`config.mk`:
```
export PLATFORM = sky130hd
export DESIGN_NAME = first_fit_extent_allocator_unit
export DESIGN_NICKNAME = d
export VERILOG_FILES = /design/src/rtl/core/ffea_pkg.sv /design/src/rtl/core/ffea_cell.sv /design/src/rtl/core/first_fit_extent_allocator_unit.sv
export SDC_FILE = /design/constraint.sdc
export NUM_CORES = 2
export LEC_CHECK = 0
export ABC_CLOCK_PERIOD_IN_PS = 9470
export BUFFER_PORTS_ARGS = -buffer_cell sky130_fd_sc_hd__buf_2
export CAP_MARGIN = 30
export CORE_MARGIN = 2
export CORE_UTILIZATION = 50
export DETAILED_ROUTE_END_ITERATION = 10
export GPL_TIMING_DRIVEN = 0
export PLACE_DENSITY = 0.74
export RECOVER_POWER = 25
export SYNTH_ARGS = -nofsm -noshare
export SYNTH_HDL_FRONTEND = slang
export SYNTH_HIERARCHICAL = 1
export SYNTH_SLANG_ARGS = --single-unit
```
`constraint.sdc`:
```
create_clock -name clk -period 9.47 [get_ports clk]
set_input_delay 1.4205 -clock clk [delete_from_list [all_inputs] [get_ports clk]]
set_output_delay 1.4205 -clock clk [all_outputs]
set_load 0.005 [all_outputs]
```
`src/rtl/core/ffea_pkg.sv`:
```
// Package for the first-fit extent allocator.
// Holds status codes, operation codes and the cell command struct.
// No dependencies.
package ffea_pkg;

  localparam logic [1:0] ST_OK      = 2'd0;
  localparam logic [1:0] ST_NOFIT   = 2'd1;
  localparam logic [1:0] ST_FULL    = 2'd2;
  localparam logic [1:0] ST_OVERLAP = 2'd3;

  localparam logic OP_ALLOC = 1'b0;
  localparam logic OP_FREE  = 1'b1;

  localparam int SIZE_BITS = 17;

  // Per-cell command: what every cell does this cycle.
  localparam logic [1:0] CMD_HOLD   = 2'd0;
  localparam logic [1:0] CMD_SHL    = 2'd1; // entry i takes entry i+1 (i >= pos)
  localparam logic [1:0] CMD_SHR    = 2'd2; // entry i takes entry i-1 (i > pos)
  localparam logic [1:0] CMD_ROT    = 2'd3; // circular step of the walk

  typedef struct packed {
    logic [1:0] cmd;
    logic       wr;    // overwrite the cell at pos (after shift)
  } cell_ctl_t;

endpackage

```
`src/rtl/core/ffea_cell.sv`:
```
// One table cell: holds an extent start and length, takes its neighbor's
// entry on shift commands. Depends on ffea_pkg.
module ffea_cell #(
  parameter int ADDR_BITS = 16,
  parameter int LEN_BITS  = 18
) (
  input  logic                 clk,
  input  ffea_pkg::cell_ctl_t  ctl,
  input  logic                 at_or_above, // index >= pos
  input  logic                 above,       // index > pos
  input  logic [ADDR_BITS-1:0] left_start,
  input  logic [LEN_BITS-1:0]  left_len,
  input  logic [ADDR_BITS-1:0] right_start,
  input  logic [LEN_BITS-1:0]  right_len,
  input  logic                 wr_here,
  input  logic [ADDR_BITS-1:0] wr_start,
  input  logic [LEN_BITS-1:0]  wr_len,
  output logic [ADDR_BITS-1:0] start,
  output logic [LEN_BITS-1:0]  len
);
  import ffea_pkg::*;

  always_ff @(posedge clk) begin
    if (ctl.wr && wr_here) begin
      start <= wr_start;
      len   <= wr_len;
    end else begin
      case (ctl.cmd)
        CMD_SHL: if (at_or_above) begin
          start <= right_start;
          len   <= right_len;
        end
        CMD_SHR: if (above) begin
          start <= left_start;
          len   <= left_len;
        end
        CMD_ROT: begin
          start <= right_start;
          len   <= right_len;
        end
        default: ;
      endcase
    end
  end
endmodule

```
`src/rtl/core/first_fit_extent_allocator_unit.sv`:
```
// First-fit extent allocator: top level, sequencer plus row of cells.
// Depends on ffea_pkg and ffea_cell.
//
// Usage: pulse start with operation, address and request_size while busy is
// low. The block walks the table by rotating the row of cells one entry per
// cycle, so cell 0 always shows the entry under inspection; the walk always
// makes MAX_EXTENTS steps to restore order. The decision is then applied by
// a shift, a write or both. A result appears on area_address/status with
// done high for one cycle.
// Busy is high from the accepting edge through the walk, apply and done
// states, so the next item is taken only once the last one is through; the
// loop that sets this is the rotation of the row.
// Configuration: cfg_valid/cfg_ready writes min_fragment_bytes; cfg_ready
// is high whenever the block is idle.
// Reset: table empty, min_fragment_bytes = 8, block idle. Entry contents are
// undefined until written. The receiver cannot stall; done is one cycle.
module first_fit_extent_allocator_unit #(
  parameter int MAX_EXTENTS = 16,
  parameter int ADDR_BITS   = 16
) (
  input  logic                          clk,
  input  logic                          rst,
  input  logic                          start,
  output logic                          busy,
  input  logic                          operation,
  input  logic [ADDR_BITS-1:0]          address,
  input  logic [ffea_pkg::SIZE_BITS-1:0] request_size,
  output logic                          done,
  output logic [ADDR_BITS-1:0]          area_address,
  output logic [1:0]                    status,
  input  logic                          cfg_valid,
  output logic                          cfg_ready,
  input  logic [6:0]                    cfg_data
);
  import ffea_pkg::*;

  localparam int IW = $clog2(MAX_EXTENTS);
  localparam int CW = $clog2(MAX_EXTENTS + 1);
  localparam int SW = SIZE_BITS;
  // lengths hold a rounded request or a whole address space
  localparam int LW = ((ADDR_BITS > SW) ? ADDR_BITS : SW) + 1;
  localparam int XW = LW + 1; // sums of address, size and fragment limit
  localparam logic [XW-1:0] SPACE = XW'(1) << ADDR_BITS;

  localparam logic [1:0] S_IDLE = 2'd0;
  localparam logic [1:0] S_WALK = 2'd1;
  localparam logic [1:0] S_APPLY = 2'd2;
  localparam logic [1:0] S_DONE = 2'd3;

  logic [1:0]           state;
  logic [CW-1:0]        count;
  logic [CW-1:0]        step;
  logic [6:0]           min_frag;
  logic                 op;
  logic [ADDR_BITS-1:0] p;
  logic [LW-1:0]        size;
  // walk findings
  logic                 found;
  logic [IW-1:0]        fpos;
  logic                 exact;
  logic [CW-1:0]        ipos;     // free: insert position
  logic [ADDR_BITS-1:0] l_start;
  logic [LW-1:0]        l_len;
  logic [ADDR_BITS-1:0] c_start;
  logic [LW-1:0]        c_len;

  logic [ADDR_BITS-1:0] cs [MAX_EXTENTS];
  logic [LW-1:0]        cl [MAX_EXTENTS];
  cell_ctl_t            ctl;
  logic [IW-1:0]        pos;
  logic [ADDR_BITS-1:0] wr_start;
  logic [LW-1:0]        wr_len;

  // Input rounding and clipping.
  logic [SW:0]   rs;
  logic [LW-1:0] rsize;
  logic [XW-1:0] room;
  logic [LW-1:0] fsize;
  assign rs    = {1'b0, request_size} + (SW+1)'(3);
  assign rsize = LW'({rs[SW:2], 2'b00});
  assign room  = SPACE - XW'(address);
  assign fsize = (XW'(rsize) > room) ? LW'(room) : rsize;

  // Walk-step decisions on cell 0.
  logic          in_tab;
  logic [XW-1:0] need;
  assign in_tab = step < count;
  assign need   = XW'(size) + XW'(min_frag);

  // Free-path decisions after the walk.
  logic          has_l, has_c, ov, m_l, m_c;
  logic [XW-1:0] l_end, p_end;
  assign has_l = ipos != '0;
  assign has_c = ipos < count;
  assign l_end = XW'(l_start) + XW'(l_len);
  assign p_end = XW'(p) + XW'(size);
  assign ov  = (has_l && l_end > XW'(p)) || (has_c && p_end > XW'(c_start));
  assign m_l = has_l && l_end == XW'(p);
  assign m_c = has_c && p_end == XW'(c_start);

  assign busy      = state != S_IDLE;
  assign cfg_ready = state == S_IDLE;

  // Row of cells.
  for (genvar i = 0; i < MAX_EXTENTS; i++) begin : g_cell
    localparam int L = (i == 0) ? MAX_EXTENTS - 1 : i - 1;
    localparam int R = (i == MAX_EXTENTS - 1) ? 0 : i + 1;
    ffea_cell #(.ADDR_BITS(ADDR_BITS), .LEN_BITS(LW)) u_cell (
      .clk(clk), .ctl(ctl),
      .at_or_above(IW'(i) >= pos), .above(IW'(i) > pos),
      .left_start(cs[L]), .left_len(cl[L]),
      .right_start(cs[R]), .right_len(cl[R]),
      .wr_here(IW'(i) == pos), .wr_start(wr_start), .wr_len(wr_len),
      .start(cs[i]), .len(cl[i])
    );
  end

  // Cell command for the walk and apply states, and the result.
  logic [1:0] res_st;
  logic [ADDR_BITS-1:0] res_addr;
  always_comb begin
    ctl      = '{cmd: CMD_HOLD, wr: 1'b0};
    pos      = fpos;
    wr_start = p;
    wr_len   = size;
    res_st   = ST_OK;
    res_addr = '0;
    if (state == S_WALK) begin
      ctl.cmd = CMD_ROT;
    end else if (state == S_APPLY) begin
      if (op == OP_ALLOC) begin
        if (!found || size == '0) begin
          res_st = ST_NOFIT;
        end else if (exact) begin
          ctl.cmd  = CMD_SHL;
          res_addr = c_start;
        end else begin
          ctl.wr   = 1'b1;
          wr_start = c_start;
          wr_len   = c_len - size;
          res_addr = c_start + ADDR_BITS'(c_len - size);
        end
      end else if (size != '0) begin
        if (ov) begin
          res_st = ST_OVERLAP;
        end else if (m_l && m_c) begin
          // predecessor grows, successor removed: shift left at ipos, write ipos-1
          ctl.cmd  = CMD_SHL;
          ctl.wr   = 1'b1;
          pos      = IW'(ipos - CW'(1));
          wr_start = l_start;
          wr_len   = l_len + size + c_len;
        end else if (m_l) begin
          ctl.wr   = 1'b1;
          pos      = IW'(ipos - CW'(1));
          wr_start = l_start;
          wr_len   = l_len + size;
        end else if (m_c) begin
          ctl.wr   = 1'b1;
          pos      = IW'(ipos);
          wr_len   = c_len + size;
        end else if (count >= CW'(MAX_EXTENTS)) begin
          res_st = ST_FULL;
        end else begin
          ctl.cmd = CMD_SHR;
          ctl.wr  = 1'b1;
          pos     = IW'(ipos);
        end
      end
    end
  end

  // On a double merge the shift starts at ipos-1 too; the write takes that
  // cell, and the cells above take their right neighbor, dropping entry ipos.

  // Sequencer.
  always_ff @(posedge clk) begin
    if (rst) begin
      state    <= S_IDLE;
      count    <= '0;
      min_frag <= 7'd8;
      done     <= 1'b0;
    end else begin
      done <= 1'b0;
      if (cfg_valid && cfg_ready) min_frag <= cfg_data;
      unique case (state)
        S_IDLE: if (start) begin
          op    <= operation;
          p     <= address;
          size  <= (operation == OP_FREE) ? fsize : rsize;
          step  <= '0;
          found <= 1'b0;
          exact <= 1'b0;
          ipos  <= '0;
          state <= S_WALK;
        end
        S_WALK: begin
          if (in_tab) begin
            if (op == OP_ALLOC) begin
              if (!found && (XW'(cl[0]) == XW'(size) || need <= XW'(cl[0]))) begin
                found   <= 1'b1;
                exact   <= XW'(cl[0]) == XW'(size);
                fpos    <= IW'(step);
                c_start <= cs[0];
                c_len   <= cl[0];
              end
            end else if (cs[0] <= p && ipos == step) begin
              ipos    <= step + CW'(1);
              l_start <= cs[0];
              l_len   <= cl[0];
            end else if (ipos == step) begin
              c_start <= cs[0];
              c_len   <= cl[0];
            end
          end
          step <= step + CW'(1);
          if (step == CW'(MAX_EXTENTS - 1)) state <= S_APPLY;
        end
        S_APPLY: begin
          area_address <= res_addr;
          status       <= res_st;
          done         <= 1'b1;
          if (res_st == ST_OK && op == OP_ALLOC && exact) count <= count - CW'(1);
          if (res_st == ST_OK && op == OP_FREE && size != '0) begin
            if (m_l && m_c) count <= count - CW'(1);
            else if (!m_l && !m_c) count <= count + CW'(1);
          end
          state <= S_DONE;
        end
        S_DONE: state <= S_IDLE;
        default: state <= S_IDLE;
      endcase
    end
  end

  // Checks.
  a_count_max: assert property (@(posedge clk) disable iff (rst)
    count <= CW'(MAX_EXTENTS)) else $error("extent count overflow");
  a_done_pulse: assert property (@(posedge clk) disable iff (rst)
    done |=> !done) else $error("done longer than one cycle");
  a_busy_start: assert property (@(posedge clk) disable iff (rst)
    (start && !busy) |=> busy) else $error("item not taken");
  a_addr_zero: assert property (@(posedge clk) disable iff (rst)
    (done && status != ST_OK) |-> area_address == '0) else $error("addr on error");
endmodule
```
==> results.md <==
- Outcome: finished with violations
- Failing checks: capacitance limit, slew limit
- Timing-limited maximum frequency: 116 MHz
- Multi-input gate area in the final layout: about 22000 sq um
- Antenna Violating Nets Remaining: 0
- Launching element type of the critical path: flip-flop
- Post-placement cell area: roughly 48000 sq um
- Horizontal extent of the die: ~300 um
- Setup crit end kind: flip-flop
- Drt via density: ~6
- Sinks on the clock net: 696
- Worst VDD drop: approximately 0.18 mV
- Seq/Total Area, Yosys: 46.1%
- Last element of the critical path: g_cell[11].u_cell/start[15]
- Maximum net fanout on the critical path: 25
- Least setup slack across all paths after layout: roughly 850 ps
- Main combinational cell family by area after synthesis: compound AO/OA/AOI/OAI gates
- Number of max-slew violations in the final report: 58
- Worst setup slack after placement: ~1400 ps
- Post-synthesis cell area: ~45000 sq um
- Hold buffer count at cts: 0
- Post-cts resize count: 0
- Post-Syn Nets: approximately 4600
- Fraction of synthesized cell area in xor and xnor cells: roughly 3.3%
- Clock root buffer: sky130_fd_sc_hd__clkbuf_16
- Gate count of the mapped netlist: 4297
- Post-synthesis async set-or-reset flop share: 0%
- Final Non-Filler Cells: 5712
- Detailed-route DRC error count: 0
- Fillers: 7533
- Count of buffers inserted at the top-level ports: 64
- Worst slew margin relative to its limit: -34.0%
- Total clock buffers created by CTS: slightly below 80
- Summed area of non-filler cells in the final layout: about 50000 sq um
- Max-capacitance violation count: 2
- Top flip-flop cell by instance count after synthesis: sky130_fd_sc_hd__edfxtp_1
- Setup tns final: 0 ps
- Synth top area share: between 40% and 50%
- Flip-flop and latch area: 20700 sq um
- Count of boundary I/O pins: 66
- Total grt overflow: 0
- Total count of hold-check failures in the final report: 0
- Pwr Total: around 16 mW
- Worst path arrival time: just under 9000 ps
- Via count of the first global-routing pass: 33600
- Share of cells above drive strength 1: about 8.1%
- Simple-gate portion of the synthesized area: a little under an eighth
- Number of warnings reported in the yosys synthesis log: 6
- Number of distinct library cells after synthesis: 96
- Number of register bits inferred by synthesis: 696
- Top cell type by total area after synthesis: sky130_fd_sc_hd__edfxtp_1
- Required arrival time at the worst endpoint: between 9000 and 10000 ps
- Power per cell area: 313 nW/um^2
- Part of the cycle the worst path needs: between 90% and 100%
- Worst hold path class: flip-flop to flip-flop
- Share of synthesized cell area in full adder, half adder and majority cells: between 6 and 7%
- Max incr delay on CP: 940 ps
- TritonCTS clock tree: done
- Count of routing violations after the opening detailed-route iteration: around 4700
- Endpoint of the worst-slack reg-to-reg timing path: g_cell[11].u_cell/start[15]
- Die outline area: around 92000 sq um
- Postcts setup bufs: 0
- Buffers from clock root to sink, at most: 3
- Routed len/inst: between 20 and 25 um
- Length of the first detailed-routing pass in iterations: 8
- R2R Path Start: size[1]
- # H-tree levels: 3
- Half-perimeter wire length of the detailed placement result: 111000 um
- Cell count after placement: 5569
- Wire length of the first global-routing pass: between 200000 and 250000 um
- Worst slew pin tran: ~2000 ps
- Floorplan core area: around 90000 sq um
- Critical path's slowest cell: sky130_fd_sc_hd__edfxtp_1
- Reg2Reg Depth: 29
- Die height: slightly above 300 um
- Final Routed Wirelength: approximately 140000 um
- Net count reported at finish: between 4000 and 5000
- Tot GR Track Use: between 30% and 40%
- Leading cell type by number of instances after synthesis: sky130_fd_sc_hd__nand2_1
- Clock transition at the register clock pins on the worst setup and hold paths after CTS: roughly 60 ps
- Later-pin clock latency in the skew report: approximately 670 ps
- Count of standard-cell rows: 110
- Largest clock skew in the final design: about 48 ps
- Area fraction in compound gates after synthesis: roughly 14%
- Via count: about 35000
- Post-synthesis average cell area: ~10 sq um
- Placer's final routability congestion estimate: 1.01
- Setup slack of the worst register-to-register path: approximately 850 ps
- Top cells by instance count after synthesis: sky130_fd_sc_hd__nand2_1, sky130_fd_sc_hd__edfxtp_1, sky130_fd_sc_hd__mux2i_1
- Number of flops mapped to enable cells by yosys: between 600 and 700
- Class of the most critical setup path: flip-flop to flip-flop
- Leakage: between 15 and 20 nW
- Number of setup violations in the final report: 0
- Minimum clock period: 8620 ps
- Share of cell area taken by muxes after synthesis: ~13%
- Antenna violations before repair: 2
- Largest cells by area after synthesis: sky130_fd_sc_hd__edfxtp_1, sky130_fd_sc_hd__mux2i_1, sky130_fd_sc_hd__ha_1, sky130_fd_sc_hd__nand2_1, sky130_fd_sc_hd__o21ai_1
- Unrepaired setup endpoints after global routing: no
- Synthesis-to-finish area growth: 11.5%
- Largest net degree at the start of global routing: 49
- Startpoint of the worst setup timing path: size[1]
- Worst-case hold slack: just under 500 ps
- Core Util, Final: between 50 and 60%
- Starting density of the core: 50.3%
- Startpoint of the worst hold path: min_frag[4]
==> area by class of cell <==
cell class	instances	share of cell area, %
plain buffers	247	4.30
multi-input cells	3204	43.3
well taps	1176	2.93
diodes	1	0.00498
clock buffers	92	3.99
flip-flops and latches	696	41.3
clock inverters	47	1.10
inverters	150	1.12
repair buffers	99	1.90
==> critical path, delay by kind of cell (launching register included) <==
| kind | cells | cell delay, ps |
|---|---|---|
| AO/OA/AOI/OAI | 13 | 3350 |
| buffers and inverters | 6 | 1710 |
| AND/OR/NAND/NOR | 7 | 1440 |
| flip-flops | 1 | 940 |
| adder cells (fa/ha/maj) | 2 | 680 |
| XOR/XNOR | 1 | 100 |
==> registers in the layout, summed over array words and instances, names as in the netlist, 4 cells and up <==
signal,cells
count,5
fpos,4
c_len,18
l_len,18
ipos,5
p,16
g_cell.u_cell/start,256
g_cell.u_cell/len,288
c_start,16
area_address,16
l_start,16
size,18
step,5
min_frag,7
==> power by group <==
part | switching [mW] | internal [mW] | leakage, nW
clock network | 1.35 | 1.73 | 1.24
registers | 0.964 | 5.17 | 6.43
logic | 3.57 | 2.92 | 9.70
total | 5.88 | 9.81 | 17.4
==> cells in the final DEF (no fill, tap or decap), types with 17 or more instances in the layout <==
cell type,instances
sky130_fd_sc_hd__nand2_1,690
sky130_fd_sc_hd__edfxtp_1,681
sky130_fd_sc_hd__mux2i_1,567
sky130_fd_sc_hd__o21ai_1,466
sky130_fd_sc_hd__ha_1,222
sky130_fd_sc_hd__nor2_1,180
sky130_fd_sc_hd__clkbuf_1,173
sky130_fd_sc_hd__o21ai_0,161
sky130_fd_sc_hd__inv_1,148
sky130_fd_sc_hd__a21oi_1,147
sky130_fd_sc_hd__xnor2_1,113
sky130_fd_sc_hd__clkbuf_16,78
sky130_fd_sc_hd__buf_12,69
sky130_fd_sc_hd__buf_2,60
sky130_fd_sc_hd__xor2_1,56
sky130_fd_sc_hd__nor3_1,55
sky130_fd_sc_hd__nand3_1,48
sky130_fd_sc_hd__a21o_1,39
sky130_fd_sc_hd__nor2b_1,36
sky130_fd_sc_hd__o21a_1,30
sky130_fd_sc_hd__nand4_1,25
sky130_fd_sc_hd__nand2b_1,24
sky130_fd_sc_hd__and2_1,23
sky130_fd_sc_hd__o21bai_1,22
sky130_fd_sc_hd__a221o_1,22
sky130_fd_sc_hd__buf_16,19
sky130_fd_sc_hd__a211oi_1,18
sky130_fd_sc_hd__clkinv_2,18
sky130_fd_sc_hd__nor4_1,17
==> per-layer routing <==
| layer | wire length [um] | global-route usage, % | share of wire [%] | vias to the layer above |
|---|---|---|---|---|
| met2 | 64300 | 48.1 | 45 | 1900 |
| met5 | 13 | 0 | 0.0092 | - |
| met1 | 56000 | 39.6 | 40 | 16700 |
| li1 | - | - | - | 16000 |
| met4 | 8620 | 16.2 | 6.1 | 2 |
| met3 | 12700 | 4.09 | 9.0 | 352 |
==> worst min path at each step <==
stage	endpoint	slack, ps	cells past startpoint
final	min_frag[4]	490	2
after global routing	min_frag[5]	530	2
after CTS	min_frag[4]	500	2
after detailed placement	min_frag[5]	490	2
after global placement	min_frag[2]	490	2
after floorplan	min_frag[0]	440	2
==> kinds of logic after synthesis <==
logic type / count (synthesis)
AND/OR/NAND/NOR: 1184
AO/OA/AOI/OAI: 1049
flip-flops: 696
multiplexers: 570
buffers and inverters: 397
adder cells (fa/ha/maj): 230
XOR/XNOR: 169
other: 2
Note: power is estimated with default switching activity, not from simulation.
